`config.mk`:
```
export PLATFORM = sky130hd
export DESIGN_NAME = nes_cmd_queue
export DESIGN_NICKNAME = d
export VERILOG_FILES = /design/src/design/nes_pkg.sv /design/src/design/nes_cmd_queue.sv
export SDC_FILE = /design/constraint.sdc
export NUM_CORES = 1
export LEC_CHECK = 0
export BUFFER_PORTS_ARGS = -buffer_cell sky130_fd_sc_hd__buf_2
export CAP_MARGIN = 20
export CORE_MARGIN = 8
export CORE_UTILIZATION = 49
export DETAILED_ROUTE_END_ITERATION = 10
export GPL_TIMING_DRIVEN = 0
export HOLD_SLACK_MARGIN = 0.06
export PLACE_DENSITY = 0.81
export SKIP_CTS_REPAIR_TIMING = 1
export SLEW_MARGIN = 20
export SYNTH_ARGS = -nofsm -noshare
export SYNTH_HDL_FRONTEND = slang
export SYNTH_SLANG_ARGS = --single-unit
```
`constraint.sdc`:
```
create_clock -name clk -period 1.7 [get_ports clk]
set_clock_uncertainty 0.05 [all_clocks]
set_input_delay 0.085 -clock clk [delete_from_list [all_inputs] [get_ports clk]]
set_output_delay 0.085 -clock clk [all_outputs]
set_load 0.03 [all_outputs]
```
`src/design/nes_pkg.sv`:
```
`default_nettype none
// ----------------------------------------------------------------------------
// nes_pkg
// shared types and codes for the note event scheduler
// ----------------------------------------------------------------------------
package nes_pkg;

  localparam int unsigned DefMaxEvents  = 16;
  localparam int unsigned DefMaxHeld    = 16;
  localparam int unsigned DefTimeBits   = 24;
  localparam int unsigned DefPayloadBits = 32;

  typedef enum logic [1:0] {
    ACT_BEGIN = 2'd0,
    ACT_ADD   = 2'd1,
    ACT_TICK  = 2'd2,
    ACT_STOP  = 2'd3
  } action_t;

  typedef enum logic [1:0] {
    KIND_ON   = 2'd0,
    KIND_OFF  = 2'd1,
    KIND_TICK = 2'd2,
    KIND_ACK  = 2'd3
  } kind_t;

endpackage
`default_nettype wire

```
`src/design/nes_cmd_queue.sv`:
```
`default_nettype none
// ----------------------------------------------------------------------------
// nes_cmd_queue
// short command queue between the front end and the engine
// ----------------------------------------------------------------------------
module nes_cmd_queue import nes_pkg::*; #(
  parameter int unsigned WIDTH = 8,
  parameter int unsigned DEPTH = 2
) (
  input  wire logic             clk,
  input  wire logic             rst,
  input  wire logic             push,
  input  wire logic [WIDTH-1:0] push_data,
  output logic                  full,
  input  wire logic             pop,
  output logic [WIDTH-1:0]      pop_data,
  output logic                  not_empty
);
  localparam int unsigned AW = (DEPTH > 1) ? $clog2(DEPTH) : 1;

  logic [WIDTH-1:0] mem [DEPTH];
  logic [AW-1:0]    wr_ptr;
  logic [AW-1:0]    rd_ptr;
  logic [AW:0]      fill;

  assign full      = (fill == (AW+1)'(DEPTH));
  assign not_empty = (fill != '0);
  assign pop_data  = mem[rd_ptr];

  always_ff @(posedge clk) begin
    if (push && !full) begin
      mem[wr_ptr] <= push_data;
    end
  end

  always_ff @(posedge clk) begin
    if (rst) begin
      wr_ptr <= '0;
      rd_ptr <= '0;
      fill   <= '0;
    end else begin
      if (push && !full) begin
        wr_ptr <= (wr_ptr == AW'(DEPTH-1)) ? '0 : wr_ptr + 1'b1;
      end
      if (pop && not_empty) begin
        rd_ptr <= (rd_ptr == AW'(DEPTH-1)) ? '0 : rd_ptr + 1'b1;
      end
      fill <= fill + (AW+1)'(push && !full) - (AW+1)'(pop && not_empty);
    end
  end
endmodule
`default_nettype wire

```
After elaboration in Yosys (flattened, before gate mapping)
Memory sizes are Yosys's and may differ from the RTL's. A register that Yosys moved wholly into a read port is not among the register bits. Index checks and enable logic that the tools add are counted.

Logic and storage cells: 19. Bits in writable memories: 16. Register bits: 4. Memories kept: 1. Input port bits: 12. Output and inout bits: 10.

Memory list: mem (depth 2, width 8, rd ports 1, clocked after memory_dff 1, wr ports 1, line nes_cmd_queue.sv:21) `logic [WIDTH-1:0] mem [DEPTH];`.

Eq/ne operators: 1. Muxes and demuxes: 6. Reductions and logical operators: 4. Add/subtract/negate cells: 4.

Operators by type and width (number): two-way mux 1 bit (6); adder 1 bit (second input constant) (2); adder 2 x 1 -> 2 bit (1); == test 2 bit (second input constant) (1); logical AND 1 bit (2); nonzero test 2 bit (1); subtractor 2 x 1 -> 2 bit (1); logical NOT 1 bit (1).

Logic depth before layout (Yosys ltp)
Gate-level depths: netlist of the first run.

Depth in word-level cells: 5. Gate-level depth with buffers: 8. Depth with buffers taken out: 8.

Worst setup path after synthesis of the first run
OpenSTA, ideal clock, no wires.

Kind: flip-flop to flip-flop. Start point: register fill[1]. End point: register fill[1]. Setup time: 0.078 ns. Buffers on the path: 0. Stages on the path, launching flop included: 8. Setup slack: 0.176 ns. Period minus slack after synthesis: 1.524 ns. Arrival: 1.396 ns. Data required time: 1.572 ns. Cells stage by stage: dfxtp_1 > o21a_2 > ha_1 > inv_1 > ha_1 > xor2_1 > and2_1 > nor3_1.

Cells in the longest elaborated chain, start to end: 5. Elaborated cells on any way between the ends: 7. Classes of those cells: add/sub (2); eq/ne (1); reduce/logical (4).

Ends and longest elaborated chain: start: declaration (line nes_cmd_queue.sv:24) `logic [AW:0] fill;`; start signal: assignment (line nes_cmd_queue.sv:48) `fill <= fill + (AW+1)'(push && !full) - (AW+1)'(pop && not_empty);`; == test 2 bit (line nes_cmd_queue.sv:26) `assign full = (fill == (AW+1)'(DEPTH));`; logical NOT 1 bit (line nes_cmd_queue.sv:48); logical AND 1 bit (line nes_cmd_queue.sv:48); adder 2 x 1 -> 2 bit (line nes_cmd_queue.sv:48); subtractor 2 x 1 -> 2 bit (*) (line nes_cmd_queue.sv:48).

Every way passes the cells marked *; elsewhere a longest branch is shown, timed or not. A chain may end at the register's enable or synchronous reset.

Final worst setup path of the first run
Same ends and word-level chain as after synthesis.

==> run_summary.xml, run 1 <==
<?xml version="1.0" encoding="UTF-8"?>
<metrics>
  <group name="run_status">
    <metric name="run_status" unit="">finished clean</metric>
  </group>
  <group name="drt">
    <metric name="via_per_inst" unit="">4.91</metric>
    <metric name="detail_route.wl_per_cell" unit="um">14.0</metric>
    <metric name="ant_nets" unit="">0</metric>
    <metric name="num_vias" unit="">501</metric>
    <metric name="dr.pass1.iters" unit="">2</metric>
    <metric name="drc_errors" unit="">0</metric>
    <metric name="drt_wl_total" unit="mm">1.43</metric>
    <metric name="initialDrtViolationCount" unit="">2</metric>
  </group>
  <group name="sta">
    <metric name="period_share" unit="%">92.9</metric>
    <metric name="finalHoldViolations" unit="">0</metric>
    <metric name="post_route_minimum_period" unit="ns">1.58</metric>
    <metric name="max_slew_margin" unit="%">77.9</metric>
    <metric name="maxClockFrequency" unit="MHz">633</metric>
    <metric name="timing_worst_slew_pin_value" unit="ns">0.331</metric>
    <metric name="rsz0062_at_grt" unit="">no</metric>
    <metric name="setup_total_negative_slack" unit="ns">0</metric>
    <metric name="final-max-slew-violation-count" unit="">0</metric>
    <metric name="setup_viol" unit="">0</metric>
  </group>
  <group name="logic_synthesis">
    <metric name="synth_top_family_by_area" unit="">multiplexers</metric>
    <metric name="sequential_area_share_after_synthesis" unit="%">71.4</metric>
    <metric name="ys_warn_count" unit="">0</metric>
    <metric name="syn-num-nets" unit="">66</metric>
    <metric name="synth_compound_gate_area_share" unit="%">2.31</metric>
    <metric name="syn-instance-count" unit="">52</metric>
    <metric name="simple_gate_share_of_the_synthesized_area" unit="%">7.54</metric>
    <metric name="post_synthesis_share_of_cell_area_spent_on_xor_and_xnor_gates" unit="%">2.15</metric>
    <metric name="post_synth_instance_area" unit="um2">813</metric>
    <metric name="syn_avg_cell_area" unit="um2">15.6</metric>
    <metric name="ys_seq_elements" unit="">21</metric>
    <metric name="adder_cell_share_of_the_synthesized_area" unit="%">3.08</metric>
    <metric name="mux_share_of_post_synthesis_cell_area" unit="%">11.1</metric>
    <metric name="synth_cell_types" unit="">22</metric>
  </group>
  <group name="min_path">
    <metric name="hold_path_depth" unit="">4</metric>
    <metric name="hold_end" unit="">wr_ptr</metric>
    <metric name="min-delay-start" unit="">push</metric>
    <metric name="worstHoldPathType" unit="">primary input to register</metric>
  </group>
  <group name="worst_setup_path">
    <metric name="rrSetupSlack" unit="ns">0.12</metric>
    <metric name="worstSetupPathType" unit="">register to register</metric>
    <metric name="timing.rr.start" unit="">fill[1]</metric>
    <metric name="critPathCaptureType" unit="">register</metric>
    <metric name="r2r_cells" unit="">7</metric>
    <metric name="critPathLaunchType" unit="">register</metric>
    <metric name="worst-endpoint-required" unit="ns">1.88</metric>
    <metric name="worstReg2RegEnd" unit="">fill[1]</metric>
    <metric name="crit_arrival" unit="ns">1.76</metric>
    <metric name="timing.critical_path.fanout_max" unit="">5</metric>
  </group>
  <group name="floorplan">
    <metric name="dieHeight" unit="um">56.7</metric>
    <metric name="die-area" unit="um2">3220</metric>
    <metric name="die_width" unit="um">56.7</metric>
    <metric name="core_region_area" unit="um2">1520</metric>
    <metric name="std_cell_rows" unit="">14</metric>
    <metric name="floorplan.initialDensity" unit="%">53.4</metric>
    <metric name="num_io_pins" unit="">22</metric>
  </group>
  <group name="grt">
    <metric name="track_usage" unit="%">8.25</metric>
    <metric name="grt_antenna_before_repair" unit="">0</metric>
    <metric name="remaining_global_route_overflow" unit="">0</metric>
    <metric name="grt_start_max_net_pins" unit="">13</metric>
    <metric name="grt_pass1_wl" unit="mm">2.13</metric>
    <metric name="grt_pass1_vias" unit="">516</metric>
  </group>
  <group name="place">
    <metric name="detailed_place.area" unit="um2">938</metric>
    <metric name="detailed_place_hpwl" unit="um">987</metric>
    <metric name="place_congestion" unit="">0.671</metric>
    <metric name="io_buffers" unit="">21</metric>
  </group>
  <group name="clocking">
    <metric name="cts_htree_levels" unit="">1</metric>
    <metric name="clkSinkCount" unit="">21</metric>
    <metric name="clkSlewWorstSetupHoldPaths" unit="ns">0.12</metric>
    <metric name="tritoncts.num_buffers" unit="">3</metric>
    <metric name="cts_max_path_buffers" unit="">2</metric>
    <metric name="worstSkewPairLatency" unit="ns">0.29</metric>
    <metric name="clockRootBuffer" unit="">clkbuf_4</metric>
    <metric name="cts_tree" unit="">built</metric>
  </group>
  <group name="finish">
    <metric name="layout.cell_area.non_filler" unit="um2">1060</metric>
    <metric name="utilization" unit="%">69.8</metric>
    <metric name="num_antenna_cells" unit="">0</metric>
    <metric name="fin_nets" unit="">101</metric>
    <metric name="n_fill_cell" unit="">115</metric>
    <metric name="area_growth" unit="%">30.8</metric>
    <metric name="drive_above_1_share" unit="%">43.0</metric>
  </group>
  <group name="power_and_ir_drop">
    <metric name="leakage" unit="nW">0.453</metric>
    <metric name="vdd.ir_drop.worst" unit="mV">1.13</metric>
    <metric name="fin_total_pwr" unit="mW">1.56</metric>
    <metric name="power_density" unit="nW/um2">1470</metric>
  </group>
  <group name="run">
    <metric name="maxCapViolCount" unit="">0</metric>
  </group>
</metrics>
==> layout by cell type (no fill, tap or decap), types with 2 or more instances in the layout <==
cell type | synthesis | routed
buf_2 | 1 | 22
mux2_1 | 5 | 5
clkbuf_4 | 0 | 3
inv_1 | 3 | 3
ha_1 | 2 | 2
edfxtp_1 | 16 | 16
mux2_2 | 3 | 3
nor2_1 | 3 | 3
dfxtp_1 | 5 | 3
dlygate4sd3_1 | 0 | 9
dfxtp_2 | 0 | 2
==> critical path, stage by stage (launching register included) <==
cell and delay [ns]:
dfxtp_2 0.36, o21a_2 0.23, ha_1 0.27, inv_1 0.04
ha_1 0.17, xor2_1 0.14, and2_1 0.16, nor3_2 0.10
==> layer usage <==
metal	share of wire (%)	track usage [%]
met5	0	0
met2	54	15.7
met4	0	3.02
met3	5.0	3.37
met1	41	7.54
==> through the flow <==
stage | setup WS (ns) | std cells | hold WS, ns
after global placement | 0.134 | 89 | 0.223
final | 0.120 | 102 | 0.121
after CTS | 0.0635 | 93 | -0.0818
after global routing | 0.00667 | 102 | 0.147
after floorplan | 0.176 | 52 | 0.104
after detailed placement | 0.0971 | 89 | 0.227
==> logic make-up (layout without fill, tap and decap cells) <==
logic type      after synthesis  after routing
buf+inv                       5             39
xor+xnor                      2              2
mux                           8              8
flops                        21             21
simple gates                 11             11
fa+ha+maj                     2              2
compound gates                3              3
==> flip-flops by register name (all words and copies together), names as in the netlist, named ones only <==
register  cells
rd_ptr        1
wr_ptr        1
mem          16
fill          2
==> power by group <==
part	total [mW]	internal (mW)	switching, mW
clock network	0.233	0.0874	0.145
logic	0.621	0.238	0.383
registers	0.710	0.668	0.0420
==> synthesized netlist by cell type <==
master    instances  area share (%)
edfxtp_1         16              59
dfxtp_1           5              12
mux2_1            5             6.9
inv_1             3             1.4
mux2_2            3             4.2
nor2_1            3             1.4
ha_1              2             3.1
a21oi_1           1            0.61
and2_1            1            0.77
and3_2            1            0.92
buf_2             1            0.61
inv_2             1            0.46
nand2_1           1            0.46
nand2b_2          1             1.1
nor2b_1           1            0.77
nor3_1            1            0.61
o21a_2            1             1.1
o21ai_0           1            0.61
or2_2             1            0.77
or3_1             1            0.77
xnor2_1           1             1.1
xor2_1            1             1.1
==> worst max path at each step <==
| stage | start | end | cells after the start |
|---|---|---|---|
| floorplan | fill[1] | fill[1] | 7 |
| global placement | fill[1] | fill[1] | 7 |
| detailed placement | fill[1] | fill[1] | 7 |
| CTS | fill[1] | fill[1] | 7 |
| global route | fill[1] | fill[1] | 7 |
| finish | fill[1] | fill[1] | 7 |
==> layout make-up <==
class / count / area [um2] / area share (%)
Buffer: 1 / 5.00 / 0.471
Clock buffer: 3 / 22.5 / 2.12
Clock inverter: 1 / 5.00 / 0.471
Inverter: 4 / 15.0 / 1.41
Multi-Input combinational cell: 26 / 218 / 20.5
Sequential cell: 21 / 583 / 54.8
Tap cell: 16 / 20.0 / 1.88
Timing Repair Buffer: 30 / 195 / 18.4
(Power assumes the default switching activity.)
==> inputs of run 2 (changes only) <==
- CORE_MARGIN: 8 -> 4
==> run 2 against run 1 <==
Non-clock buffer count is the same; via count shrank 1.4%; critical path depth is the same; worst setup slack lost 0.010 ns; sequential power is essentially flat; flip-flop and latch count is the same; worst hold slack gained 0.020 ns; sequential share of layout area grew 0.11 points; first-iteration DRC count is the same; die area shrank 26%; largest power group unchanged; highest routed layer is now met4.
==> run_summary.xml, run 2 (synthesized netlist as in run 1, its figures left out) <==
<?xml version="1.0" encoding="UTF-8"?>
<metrics>
  <group name="run_status">
    <metric name="run_status" unit="">finished clean</metric>
  </group>
  <group name="sta">
    <metric name="period_share" unit="%">93.5</metric>
    <metric name="rsz0062_at_grt" unit="">no</metric>
    <metric name="maxClockFrequency" unit="MHz">629</metric>
    <metric name="max_slew_margin" unit="%">78.7</metric>
    <metric name="finalHoldViolations" unit="">0</metric>
    <metric name="setup_total_negative_slack" unit="ns">0</metric>
    <metric name="post_route_minimum_period" unit="ns">1.59</metric>
    <metric name="setup_viol" unit="">0</metric>
    <metric name="final-max-slew-violation-count" unit="">0</metric>
    <metric name="setup_ws" unit="ns">0.110</metric>
    <metric name="timing_worst_slew_pin_value" unit="ns">0.319</metric>
  </group>
  <group name="power_and_ir_drop">
    <metric name="power_density" unit="nW/um2">1470</metric>
    <metric name="vdd.ir_drop.worst" unit="mV">1.01</metric>
    <metric name="leakage" unit="nW">0.454</metric>
  </group>
  <group name="finish">
    <metric name="largest_registers" unit="">mem x16, fill x2</metric>
    <metric name="drive_above_1_share" unit="%">43.0</metric>
    <metric name="largest_reg_flops" unit="">16</metric>
    <metric name="area_growth" unit="%">31.1</metric>
    <metric name="layout.cells.most_common_list" unit="">22 x buf_2, 16 x edfxtp_1, 9 x dlygate4sd3_1</metric>
    <metric name="num_antenna_cells" unit="">0</metric>
    <metric name="utilization" unit="%">69.2</metric>
    <metric name="regMostFlops" unit="">mem</metric>
    <metric name="final_common_cell" unit="">buf_2</metric>
    <metric name="n_fill_cell" unit="">117</metric>
    <metric name="fin_nets" unit="">101</metric>
  </group>
  <group name="floorplan">
    <metric name="die_width" unit="um">48.7</metric>
    <metric name="num_io_pins" unit="">22</metric>
    <metric name="dieHeight" unit="um">48.7</metric>
    <metric name="core_region_area" unit="um2">1540</metric>
    <metric name="std_cell_rows" unit="">14</metric>
    <metric name="die-area" unit="um2">2380</metric>
    <metric name="floorplan.initialDensity" unit="%">52.8</metric>
  </group>
  <group name="worst_setup_path">
    <metric name="timing.rr.start" unit="">fill[1]</metric>
    <metric name="worstSetupPathType" unit="">register to register</metric>
    <metric name="crit_arrival" unit="ns">1.76</metric>
    <metric name="critPathCaptureType" unit="">register</metric>
    <metric name="timing.critical_path.fanout_max" unit="">5</metric>
    <metric name="critPathLaunchType" unit="">register</metric>
    <metric name="worstReg2RegEnd" unit="">fill[1]</metric>
    <metric name="rrSetupSlack" unit="ns">0.11</metric>
    <metric name="r2r_cells" unit="">7</metric>
    <metric name="worst-endpoint-required" unit="ns">1.87</metric>
  </group>
  <group name="drt">
    <metric name="ant_nets" unit="">0</metric>
    <metric name="initialDrtViolationCount" unit="">2</metric>
    <metric name="drt_wl_total" unit="mm">1.29</metric>
    <metric name="drc_errors" unit="">0</metric>
    <metric name="num_vias" unit="">494</metric>
    <metric name="detail_route.wl_per_cell" unit="um">12.6</metric>
    <metric name="dr.pass1.iters" unit="">3</metric>
    <metric name="via_per_inst" unit="">4.84</metric>
  </group>
  <group name="min_path">
    <metric name="hold_end" unit="">rd_ptr</metric>
    <metric name="worstHoldPathType" unit="">primary input to register</metric>
    <metric name="hold_path_depth" unit="">4</metric>
    <metric name="min-delay-start" unit="">pop</metric>
  </group>
  <group name="clocking">
    <metric name="cts_max_path_buffers" unit="">2</metric>
    <metric name="clockRootBuffer" unit="">clkbuf_4</metric>
    <metric name="worstSkewPairLatency" unit="ns">0.29</metric>
    <metric name="cts_tree" unit="">built</metric>
    <metric name="tritoncts.num_buffers" unit="">3</metric>
    <metric name="clkSlewWorstSetupHoldPaths" unit="ns">0.11</metric>
    <metric name="cts_htree_levels" unit="">1</metric>
    <metric name="clkSinkCount" unit="">21</metric>
  </group>
  <group name="place">
    <metric name="place_congestion" unit="">0.652</metric>
    <metric name="io_buffers" unit="">21</metric>
    <metric name="detailed_place_hpwl" unit="um">904</metric>
    <metric name="dpl_worst_slack" unit="ns">0.0786</metric>
  </group>
  <group name="run">
    <metric name="maxCapViolCount" unit="">0</metric>
  </group>
  <group name="grt">
    <metric name="grt_antenna_before_repair" unit="">0</metric>
    <metric name="grt_pass1_vias" unit="">486</metric>
    <metric name="grt_pass1_wl" unit="mm">2.11</metric>
    <metric name="track_usage" unit="%">11.9</metric>
    <metric name="grt_start_max_net_pins" unit="">13</metric>
    <metric name="remaining_global_route_overflow" unit="">0</metric>
  </group>
</metrics>
-- run 2: changes by cell type in the layout (fill, tap and decap cells not counted) --
cell and delta:
dfxtp_4 +1, dfxtp_2 -1
-- run 2: worst max-delay path by stage --
stage / start / to / slack, ns / depth (start not counted)
final: fill[1] / fill[1] / 0.11 / 7
after floorplan: fill[1] / fill[1] / 0.18 / 7
after detailed placement: fill[1] / fill[1] / 0.08 / 7
after global routing: fill[1] / fill[1] / 0.02 / 7
after CTS: fill[1] / fill[1] / 0.07 / 7
after global placement: fill[1] / fill[1] / 0.14 / 7
-- run 2: critical path, stage by stage, from the launching register on --
cell	delay [ns]
dfxtp_4	0.37
o21a_2	0.22
ha_1	0.28
inv_1	0.04
ha_1	0.17
xor2_1	0.14
and2_1	0.16
nor3_2	0.08
-- run 2: cell type report --
type | count | area [um2] | area share (%)
sequential | 21 | 586 | 54.9
clock inverter | 1 | 5.00 | 0.469
clock buffer | 3 | 22.5 | 2.11
tap | 16 | 20.0 | 1.88
buffer | 1 | 5.00 | 0.469
timing repair buffer | 30 | 195 | 18.3
multi-input combinational | 26 | 218 | 20.4
inverter | 4 | 15.0 | 1.41
-- run 2: metrics by stage --
stage | hold WS [ns] | cells | total power, mW | instance area, um2
final | 0.140 | 102 | 1.56 | 1070
after global routing | 0.156 | 102 | 1.67 | 1070
after CTS | -0.0964 | 93 | 1.55 | 966
after floorplan | 0.104 | 52 | 1.17 | 813
after global placement | 0.223 | 89 | 1.30 | 938
after detailed placement | 0.227 | 89 | 1.32 | 938
-- run 2: where the power goes --
group          total [mW]  switching (mW)  leakage (nW)  internal (mW)
Clock               0.229           0.142        0.0177         0.0874
Sequential          0.712          0.0406         0.192          0.672
Combinational       0.621           0.382         0.244          0.239
-- run 2: layer usage --
| layer | up-vias | global-route usage, % | part of all wire, % |
|---|---|---|---|
| li1 | 252 | - | - |
| met3 | 2 | 3.37 | 5.1 |
| met1 | 228 | 14.4 | 41 |
| met2 | 12 | 17.4 | 52 |
| met5 | - | 0 | 0 |
| met4 | 0 | 9.42 | 1.6 |
